[src/esm_pkg.sv]
`timescale 1ns / 1ps
// esm_pkg: operation codes, sequencer states and the control/status structs
// shared by the controller and the datapath of the element stiffness matvec block
package esm_pkg;

	localparam int OPCODE_W = 3;

	localparam logic [OPCODE_W-1:0] OP_WRITE_U  = 3'd0;
	localparam logic [OPCODE_W-1:0] OP_WRITE_F  = 3'd1;
	localparam logic [OPCODE_W-1:0] OP_READ_F   = 3'd2;
	localparam logic [OPCODE_W-1:0] OP_SET_SLOT = 3'd3;
	localparam logic [OPCODE_W-1:0] OP_COEF     = 3'd4;

	localparam logic [4:0] NODES_RESET = 5'd10;

	typedef enum logic [2:0] {
		ST_IDLE,
		ST_EXEC,
		ST_RESP,
		ST_MAP,
		ST_MUL,
		ST_ACC
	} state_t;

	typedef struct packed {
		logic capture;
		logic wr_u;
		logic wr_f;
		logic rd_f;
		logic wr_slot;
		logic rd_slot;
		logic rd_map;
		logic mul;
		logic acc;
	} esm_cmd_t;

	typedef struct packed {
		logic [OPCODE_W-1:0] op;
		logic                dof_ok;
		logic                slot_ok;
		logic                coef_ok;
		logic                map_ok;
	} esm_status_t;

endpackage

[src/esm_ctrl.sv]
`timescale 1ns / 1ps
// esm_ctrl: sequencer for the element stiffness matvec block
// depends on esm_pkg; drives esm_datapath through esm_cmd_t and reads esm_status_t
module esm_ctrl
	import esm_pkg::*;
(
	input  logic        clk,
	input  logic        arst_n,
	input  logic        start,
	input  esm_status_t status,
	output esm_cmd_t    cmd,
	output logic        busy,
	output logic        done
);

	state_t state_q;
	state_t state_next;

	always_ff @(posedge clk or negedge arst_n) begin
		if (!arst_n) begin
			state_q <= ST_IDLE;
		end else begin
			state_q <= state_next;
		end
	end

	always_comb begin
		state_next = state_q;
		cmd        = '0;
		unique case (state_q)
			ST_IDLE: begin
				if (start) begin
					cmd.capture = 1'b1;
					state_next  = ST_EXEC;
				end
			end
			ST_EXEC: begin
				state_next = ST_IDLE;
				unique case (status.op)
					OP_WRITE_U:  cmd.wr_u = status.dof_ok;
					OP_WRITE_F:  cmd.wr_f = status.dof_ok;
					OP_READ_F: begin
						cmd.rd_f   = status.dof_ok;
						state_next = ST_RESP;
					end
					OP_SET_SLOT: cmd.wr_slot = status.slot_ok;
					OP_COEF: begin
						// look up both slots only when row and column are inside the element
						if (status.coef_ok) begin
							cmd.rd_slot = 1'b1;
							state_next  = ST_MAP;
						end
					end
					default: state_next = ST_IDLE;
				endcase
			end
			ST_RESP: state_next = ST_IDLE;
			ST_MAP: begin
				if (status.map_ok) begin
					cmd.rd_map = 1'b1;
					state_next = ST_MUL;
				end else begin
					state_next = ST_IDLE;
				end
			end
			ST_MUL: begin
				cmd.mul    = 1'b1;
				state_next = ST_ACC;
			end
			ST_ACC: begin
				cmd.acc    = 1'b1;
				state_next = ST_IDLE;
			end
			default: state_next = ST_IDLE;
		endcase
	end

	assign busy = (state_q != ST_IDLE);
	assign done = (state_q == ST_RESP);

endmodule

[config.mk]
export PLATFORM = sky130hd
export DESIGN_NAME = esm_ctrl
export DESIGN_NICKNAME = d
export VERILOG_FILES = /design/src/esm_pkg.sv /design/src/esm_ctrl.sv
export SDC_FILE = /design/constraint.sdc
export NUM_CORES = 1
export LEC_CHECK = 0
export ABC_CLOCK_PERIOD_IN_PS = 2600
export BUFFER_PORTS_ARGS = -buffer_cell sky130_fd_sc_hd__buf_4
export CORE_AREA = 10 10 47 49
export CTS_BUF_LIST = sky130_fd_sc_hd__clkbuf_4
export CTS_CLUSTER_DIAMETER = 100
export DETAILED_ROUTE_END_ITERATION = 8
export DIE_AREA = 0 0 57 59
export PLACE_DENSITY = 0.51
export SLEW_MARGIN = 10
export SYNTH_ARGS = -nofsm -noshare
export SYNTH_HDL_FRONTEND = slang
export SYNTH_SLANG_ARGS = --single-unit
[constraint.sdc]
create_clock -name clk -period 2.6 [get_ports clk]
set_clock_uncertainty 0.05 [all_clocks]
set_input_delay 0.52 -clock clk [delete_from_list [all_inputs] [get_ports clk]]
set_output_delay 0.52 -clock clk [all_outputs]
set_load 0.02 [all_outputs]
==> impl_metrics.toml <==
[run_status]
status = "complete, no violations"

[critical_path]
startpoint_type_of_the_worst_setup_path = "register"
worstReg2RegStart = "state_q[2]"
setup.worst_path.class = "register to output port"
worst-endpoint-arrival_ps = 1580
setup.worst_path.start = "state_q[2]"
critical_path_required_ps = 2030
critical_path_peak_fanout = 8
crit_path_end_kind = "output port"
r2r_setup_slack_ps = 1280

[timing]
tightest_slew_ps = 264.0
timing_hold_violations_final = 0
timing.final.crit_share_pct = 82.88
worst_setup_slack_after_layout_ps = 445.2
fmax_mhz = 464.1
finalSetupViolCount = 0
finalSetupTns_ps = 0
finalHoldWorstSlack_ps = 21.07
final_max_slew_viol_count = 0
post-route-min-period_ps = 2155
slew_headroom_pct = 82.36
grt_setup_unrepaired = "no"

[power]
pwr-share-seq_pct = 28.1
total_switching_power_mw = 0.05325
total_power_mw = 0.1987
p_leak_nw = 0.2245
clock_power_share_pct = 45.8
internal_power_mw = 0.1455
ir_worst_vdd_uv = 210.2
comb_power_share_pct = 26.1
power_density_normalized_to_cell_area_mw_per_mm2 = 460.4
swShare_pct = 26.80

[layout]
top_regs = "state_q (3)"
layout.core_utilization_pct = 30.80
nets = 63
instances_no_fill = 68
design_area_um2 = 431.7
commonest_cells_after_routing_fill_and_taps_aside = "sky130_fd_sc_hd__buf_4 (20), sky130_fd_sc_hd__nor2_1 (6), sky130_fd_sc_hd__clkbuf_4 (4)"
filler_cell_count = 156
drive_gt1_share_pct = 53.85
syn2layout_area_growth_pct = 86.49
layout_commonest_cell = "sky130_fd_sc_hd__buf_4"
largest_register_ffs = 3
max_flop_register = "state_q"
insertedDiodeCount = 0

[die]
floorplan.die.width_um = 57
floorplan.initialDensity_pct = 16.52
rows = 14
design.core.area_mm2 = 0.001401
die_footprint_mm2 = 0.003363
io_pins = 21
die_height_um = 59

[logic_synthesis]
synthCells = 28
ys.flop_type = "sky130_fd_sc_hd__dfrtp_1"
yosys.area_share.simple_pct = 52.97
synth_seq_area_share_pct = 32.43
synth.ff_latch_count = 3
synth_compound_gate_area_share_pct = 9.730
synthAdderAreaFrac_pct = 0
ys_async_sr_fraction_pct = 100.0
netlist_area_um2 = 231.5
post_synth.cell_area_avg_um2 = 8.267
synth_top_family_by_area = "simple AND/OR/NAND/NOR gates"
synth_warnings = 0
number_of_flops_mapped_to_enable_cells_by_yosys = 0
yosys.cell_types.count = 18
synth.area.mux_share_pct = 0
synthXorXnorAreaFrac_pct = 0
synth_nets = 38

[clock_network]
cts_buffers = 3
cts_max_level = 1
cts_sinks = 3
worst_skew_pair.late_latency_ps = 230
ctsLongestPathBuffers = 2
clock_tree_from_tritoncts = "done"
clk_pin_slew_worst_paths_ps = 40
post_cts_buffers = 0
post_cts_resize_count = 0
cts.hold.buffers_added = 0
clock-root-buffer = "sky130_fd_sc_hd__clkbuf_4"

[routing]
highest_layer_used_for_signal_routing = "met3"
wl_per_cell_um = 11.54
antenna_left = 0
drt_iter0_markers = 1
routed_via_density = 4.162
vias = 283
wl_met3_um = 150
met1_length_um = 318
drt_drc_violations_left = 0
total_iterations_of_the_first_detailed_routing_run = 2
wirelength_routed_um = 785
met2_routed_wl_um = 316

[grt]
grt.total_usage_pct = 4.626
antenna_found_initial = 0
grt_first_pass_wirelength_mm = 1.262
via_count_of_the_first_global_routing_pass = 320
grt-ovfl-total = 0
largest_net_degree_at_the_start_of_global_routing = 10

[placed_design]
place_congestion = 0.6370
placed_cells = 64
cell_area_after_placement_um2 = 401.6
dp_hpwl_um = 683.5
post-place-ws_ps = 556.1
number_of_buffer_cells_added_on_primary_ports = 20

[min_path]
worstHoldPathType = "input pin to async pin"

[job]
cap_viol_max_count = 0
worst max-delay path, stage by stage (launching register included):
cell and delay (ps):
sky130_fd_sc_hd__dfrtp_1 430, sky130_fd_sc_hd__or4b_4 600, sky130_fd_sc_hd__nor3_2 160, sky130_fd_sc_hd__buf_4 160
synth_stat cells, types with 2 or more instances:
cell / instances / area, µm²
sky130_fd_sc_hd__inv_1: 3 / 11.26
sky130_fd_sc_hd__dfrtp_1: 3 / 75.07
sky130_fd_sc_hd__nor3b_1: 2 / 15.01
sky130_fd_sc_hd__nor2_1: 6 / 22.52
cell type report:
class / instances / area [µm²] / share of cell area (%)
repair buffers: 20 / 150.1 / 34.78
multi-input cells: 22 / 145.1 / 33.62
well taps: 16 / 20.02 / 4.638
flip-flops and latches: 3 / 75.07 / 17.39
clock buffers: 4 / 30.03 / 6.957
inverters: 3 / 11.26 / 2.609
power groups by stage:
stage / registers (mW) / clock network [mW] / logic, mW
after global placement: 0.0564 / 0 / 0.0526
final: 0.0558 / 0.0910 / 0.0520
after CTS: 0.0559 / 0.0957 / 0.0531
after global routing: 0.0570 / 0.0986 / 0.0574
after floorplan: 0.0550 / 0 / 0.0275
after detailed placement: 0.0566 / 0 / 0.0530
per-layer routing:
layer	track usage, %	up-vias
met4	2.013	0
met1	4.637	120
met3	4.721	0
li1	-	147
met2	6.202	16
met5	0	-
path summary, 6_finish.rpt:
check,end,depth (start not counted)
worst max-delay path,cmd[5],3
worst min-delay path,state_q[2],1
worst max register to register,state_q[1],2
worst min register to register,state_q[0],1
max in group asynchronous,state_q[0],1
min in group clk,state_q[2],2
cell families (layout without fill, tap and decap cells):
kind of cell           after synthesis  in the layout
AND/OR/NAND/NOR                     19             19
AO/OA/AOI/OAI                        3              3
flip-flops                           3              3
buffers and inverters                3             27
No activity file was read; power rests on OpenSTA's default activity.
